==> src/hw/rtl/rotate_vector_about_axis_top_assert.svh <==
// ----------------------------------------------------------------------------
// Assertion macros for the rotate-about-axis block
// Clocked on clk, disabled while rst_n is low.
// ----------------------------------------------------------------------------
`ifndef ROTATE_VECTOR_ABOUT_AXIS_TOP_ASSERT_SVH
`define ROTATE_VECTOR_ABOUT_AXIS_TOP_ASSERT_SVH

// Same-cycle implication.
`define RVA_ASSERT_IMP(lbl, ante, cons, msg) \
  lbl: assert property (@(posedge clk) disable iff (!rst_n) (ante) |-> (cons)) \
    else $error(msg);

// Next-cycle implication.
`define RVA_ASSERT_NXT(lbl, ante, cons, msg) \
  lbl: assert property (@(posedge clk) disable iff (!rst_n) (ante) |=> (cons)) \
    else $error(msg);

`endif

==> src/hw/rtl/rva_pkg.sv <==
// ----------------------------------------------------------------------------
// rva_pkg
// Types, constants and helper functions for the rotate-about-axis block.
// ----------------------------------------------------------------------------
package rva_pkg;

  typedef logic signed [31:0] comp_t;   // vector component
  typedef logic signed [31:0] unit_t;   // Q2.30, within [-1, 1]
  typedef logic signed [33:0] part_t;   // rounded partial sums in vector units

  localparam int ISQRT_LAT = 37;        // 5 normalize steps + 32 root steps
  localparam int DIV_LAT   = 33;        // numerator, 31 quotient bits, sign
  localparam int LANE_LAT  = 7;

  localparam logic signed [30:0] PI_Q28         = 31'sd843314857;
  localparam logic signed [32:0] PI_Q30         = 33'sd3373259426;
  localparam logic signed [32:0] HALF_PI_Q30    = 33'sd1686629713;
  localparam logic signed [32:0] CORDIC_GAIN    = 33'sd652032874;
  localparam logic signed [32:0] ONE_Q30        = 33'sd1073741824;
  localparam logic signed [35:0] PART_LIMIT     = 36'sd4294967295;

  // atan(2^-i) in Q2.30, rounded half up
  function automatic logic signed [32:0] atan_q30(input int i);
    unique case (i)
      0:       atan_q30 = 33'sd843314857;
      1:       atan_q30 = 33'sd497837829;
      2:       atan_q30 = 33'sd263043837;
      3:       atan_q30 = 33'sd133525159;
      4:       atan_q30 = 33'sd67021687;
      5:       atan_q30 = 33'sd33543516;
      6:       atan_q30 = 33'sd16775851;
      7:       atan_q30 = 33'sd8388437;
      8:       atan_q30 = 33'sd4194283;
      9:       atan_q30 = 33'sd2097149;
      10:      atan_q30 = 33'sd1048576;
      11:      atan_q30 = 33'sd524288;
      default: atan_q30 = 33'sd1 <<< (30 - i);
    endcase
  endfunction

  // add half, shift right 30 with floor
  function automatic logic signed [35:0] rnd30(input logic signed [65:0] v);
    logic signed [65:0] t;
    t = v + 66'sd536870912;
    rnd30 = t[65:30];
  endfunction

  function automatic unit_t clip_unit(input logic signed [32:0] v);
    logic signed [32:0] t;
    t = v;
    if (v > ONE_Q30) t = ONE_Q30;
    else if (v < -ONE_Q30) t = -ONE_Q30;
    clip_unit = t[31:0];
  endfunction

  function automatic logic signed [32:0] clip_part(input logic signed [35:0] v);
    logic signed [35:0] t;
    t = v;
    if (v > PART_LIMIT) t = PART_LIMIT;
    else if (v < -PART_LIMIT) t = -PART_LIMIT;
    clip_part = t[32:0];
  endfunction

endpackage

==> src/hw/rtl/rva_isqrt.sv <==
// ----------------------------------------------------------------------------
// rva_isqrt
// Normalize a 64-bit square sum by even shifts, then a bit-pair integer
// square root, one result bit per stage.
// ----------------------------------------------------------------------------
module rva_isqrt import rva_pkg::*; (
  input  logic        clk,
  input  logic        adv,
  input  logic [63:0] sum_in,
  output logic [31:0] root_out,
  output logic [4:0]  shift_out
);

  logic [63:0] nn_r [5];
  logic [4:0]  sh_r [5];
  logic [63:0] rem_r [32];
  logic [63:0] res_r [32];
  logic [4:0]  ss_r  [32];

  // halve the shift search each stage: 32, 16, 8, 4, 2 bits
  for (genvar j = 0; j < 5; j++) begin : g_norm
    localparam int SH = 32 >> j;
    logic [63:0] ni;
    logic [4:0]  si;
    if (j == 0) begin : g_first
      assign ni = sum_in;
      assign si = '0;
    end else begin : g_next
      assign ni = nn_r[j-1];
      assign si = sh_r[j-1];
    end
    always_ff @(posedge clk) begin
      if (adv) begin
        if (ni[63 -: SH] == '0) begin
          nn_r[j] <= ni << SH;
          sh_r[j] <= si | 5'(SH / 2);
        end else begin
          nn_r[j] <= ni;
          sh_r[j] <= si;
        end
      end
    end
  end

  for (genvar k = 0; k < 32; k++) begin : g_root
    localparam logic [63:0] BIT = 64'd1 << (62 - 2 * k);
    logic [63:0] ri, qi;
    logic [4:0]  si;
    if (k == 0) begin : g_first
      assign ri = nn_r[4];
      assign qi = '0;
      assign si = sh_r[4];
    end else begin : g_next
      assign ri = rem_r[k-1];
      assign qi = res_r[k-1];
      assign si = ss_r[k-1];
    end
    always_ff @(posedge clk) begin
      if (adv) begin
        if (ri >= qi + BIT) begin
          rem_r[k] <= ri - (qi + BIT);
          res_r[k] <= (qi >> 1) + BIT;
        end else begin
          rem_r[k] <= ri;
          res_r[k] <= qi >> 1;
        end
        ss_r[k] <= si;
      end
    end
  end

  assign root_out  = res_r[31][31:0];
  assign shift_out = ss_r[31];

endmodule

==> config.mk <==
export PLATFORM = sky130hd
export DESIGN_NAME = rva_isqrt
export DESIGN_NICKNAME = d
export VERILOG_FILES = /design/src/hw/rtl/rotate_vector_about_axis_top_assert.svh /design/src/hw/rtl/rva_pkg.sv /design/src/hw/rtl/rva_isqrt.sv
export SDC_FILE = /design/constraint.sdc
export NUM_CORES = 2
export LEC_CHECK = 0
export BUFFER_PORTS_ARGS = -buffer_cell sky130_fd_sc_hd__buf_2
export CORE_ASPECT_RATIO = 1.1
export CORE_MARGIN = 1.5
export CORE_UTILIZATION = 30
export DETAILED_ROUTE_END_ITERATION = 7
export HOLD_SLACK_MARGIN = 0.08
export SLEW_MARGIN = 10
export SYNTH_ARGS = -nofsm -noshare
export SYNTH_HDL_FRONTEND = slang
export SYNTH_MEMORY_MAX_BITS = 65536
export SYNTH_SLANG_ARGS = --single-unit
==> constraint.sdc <==
create_clock -name clk -period 6.01 [get_ports clk]
set_input_delay 0.9015 -clock clk [delete_from_list [all_inputs] [get_ports clk]]
set_output_delay 0.9015 -clock clk [all_outputs]
set_load 0.01 [all_outputs]
==> impl_metrics.ini <==
[status]
outcome = complete, no violations

[clock_network]
ctsHoldBuffers = 0
cts.sinks = 3007
cts_setup_buffers = 0
clk-insertion-delay-late_ns = 0.91
clkTransAtPathRegs_ns = 0.06
h-tree-depth = 5
cts_inserted_buffers = 316
cts_root_buffer = clkbuf_16
cts_tree = yes
clk_path_buf_depth = 4
cts_resized = 0

[yosys]
synthesis.area_sq_um = 142000
synth_cell_types = 94
synth.avg_cell_area_sq_um = 12.7
synth_enable_flop_cells = 3007
synth-compound-area-share_pct = 8.33
yosysSeqAreaShare_pct = 63.8
synthAdderAreaFrac_pct = 4.93
yosys_warnings = 0
synth_fp_nets = 11700
syn_inst = 11100
synthArstFlopShare_pct = 0
yosys.area_share.simple_pct = 12.7
synth_ff_type = edfxtp_1
synthMuxAreaShare_pct = 2.12
ys_seq_elements = 3007
yosys.area_share.xor_xnor_pct = 5.43
synth_top_family_by_area = simple AND/OR/NAND/NOR gates

[global_routing]
gr-usage-met3_pct = 1.57
grt_most_used_layer = met2
grt_pass1_wl_um = 527000
grt_usage_pct = 14.3
grt_max_degree = 198
grt_pass1_vias = 86900
antenna_found_initial = 6
use_met2_pct = 27.3
grt_overflow_total = 0
grt.met1_usage_pct = 15.2

[routing]
firstDrtPassIters = 6
drtIter0Drc = 6847
vias = 87400
avgViaCountPerCell = 4.91
drc_errors = 0
drt-total-wl_um = 351000
ant_nets = 0
avgRoutedWirePerCell_um = 19.7

[setup_path]
cp-start-kind = flip-flop
crit_path_end_kind = flip-flop
rr_startpoint = rem_r[0][944]$_DFFE_PP_
path_class = reg2reg
crit_fanout = 26
worst_ep_arrival_time_ns = 5.04
crit_path_start = rem_r[0][944]$_DFFE_PP_
crit_required_ns = 6.66

[sta]
fin_tns_setup_ns = 0
hold_viol = 0
fin_crit_ns = 4.39
tightest_slew_ns = 1.14
holdWs_ns = 0.270
max_freq_ghz = 0.228
period_share_pct = 73.0
setup_viol = 0
rsz0062_at_grt = false
slew_viol_final = 0
slew_headroom_pct = 22.9
fin_skew_ns = 0.0646

[die]
start_util_pct = 30.1
die_h_um = 723
rows = 264
die_area_sq_um = 476000
dieWidth_um = 658
core_sq_um = 470000
io_pins = 103

[final_layout]
num-fill-cells = 45800
layout-drive-gt1-share_pct = 8.87
regArea_sq_um = 90300
area_delta_synth_final_pct = 12.9
final_nets = 11900
final_cell_mix = 3007 x edfxtp_1, 972 x nand2_1, 696 x inv_1
multi_input_area_sq_um = 47700
final_common_cell = edfxtp_1

[min_path]
hold_path_class = in2reg
min_from = sum_in[2]

[pwr]
vdd_ir_drop_max_v = 0.000251
p_per_area_nw_per_um2 = 364
power.leakage_nw = 57.2

[flow_run]
max_cap_violations = 0

[placed_design]
port_buffers = 102
hpwl_um = 268000
place_congestion = 0.954
## stage by stage
stage / total power [mW] / cells / util [%] / worst slack (ns) / cell area [sq um]
6_report: 58.2 / 17800 / 34.0 / 1.62 / 160000
3_5_place_dp: 39.3 / 17300 / 31.9 / 1.39 / 150000
3_3_place_gp: 39.3 / 17300 / 31.9 / 1.25 / 150000
5_1_grt: 60.8 / 17800 / 34.0 / 1.35 / 160000
2_1_floorplan: 35.7 / 11100 / - / 1.20 / 142000
4_1_cts: 58.6 / 17800 / 34.0 / 1.63 / 160000
## critical path: stages (launching register included)
cell and delay [ns]:
edfxtp_1 0.39, ha_1 0.26, or4_4 0.56, or3_1 0.38, or4_4 0.46, or3_4 0.41, nor4_4 0.57, nand2_2 0.12
o21ai_4 0.61, mux2_1 0.38
## cells by family (layout without fill, tap and decap cells)
family	count (synthesis)	in the layout
other	0	2
muxes	268	268
AOI/OAI and AO/OA	1909	1909
adders and majority gates	558	558
DFF	3007	3007
and+or+nand+nor	3487	3487
xor gates and xnor gates	878	878
buffers and inverters	1000	1450
## cells in the mapped netlist, types with 51 or more instances
cell type,n,share of area (%)
o21ai_0,622,2.2
and2_1,78,0.34
clkbuf_1,285,0.76
or4_1,100,0.53
and3_1,52,0.23
nor4_1,422,1.9
a21oi_1,489,1.7
nand2_1,973,2.6
a21o_1,215,1.1
nor2_1,563,1.5
nand2b_1,122,0.54
or2_2,51,0.23
nor3_1,302,1.1
xor2_1,408,2.5
inv_1,697,1.8
mux2_2,258,2.1
o21a_1,97,0.51
or3_1,115,0.51
o21bai_1,51,0.27
nand4_1,188,0.83
xnor2_1,470,2.9
nor2b_1,72,0.32
a31oi_1,55,0.24
edfxtp_1,3007,64
nor4b_1,54,0.33
nand3_1,212,0.75
ha_1,558,4.9
## path summary, 6_finish.rpt
kind	end	slack, ns	cells past startpoint
worst max register to register	rem_r[0][1006]$_DFFE_PP_	1.62	9
worst min register to register	ss_r[0][10]$_DFFE_PP_	0.40	0
worst min-delay path	nn_r[0][34]$_DFFE_PP_	0.27	3
worst max-delay path	rem_r[0][1006]$_DFFE_PP_	1.62	9
## sequential cells by signal, summed over array words and instances, names as in the netlist
signal  count
nn_r      320
rem_r    1984
res_r     528
sh_r       15
ss_r      160
## power breakdown
part           total [mW]  internal, mW  switching, mW
registers            28.2          26.2           1.92
logic                10.9          4.28           6.58
clock network        19.2          11.0           8.14
total                58.2          41.5           16.6
## cell type report
| type | instances | area share, % |
|---|---|---|
| diodes | 2 | 0.00313 |
| clock buffers | 366 | 5.12 |
| clock inverters | 189 | 1.16 |
| inverters | 697 | 1.64 |
| multi-input cells | 7100 | 29.8 |
| flip-flops and latches | 3007 | 56.5 |
| well taps | 6251 | 4.89 |
| repair buffers | 198 | 0.873 |
## layer usage
| metal | up-vias | share of wire [%] |
|---|---|---|
| met5 | - | 0 |
| met4 | 0 | 6.2 |
| met3 | 821 | 3.5 |
| met2 | 2128 | 53 |
| met1 | 42300 | 38 |
| li1 | 42200 | - |
Note: power is estimated with default switching activity, not from simulation.
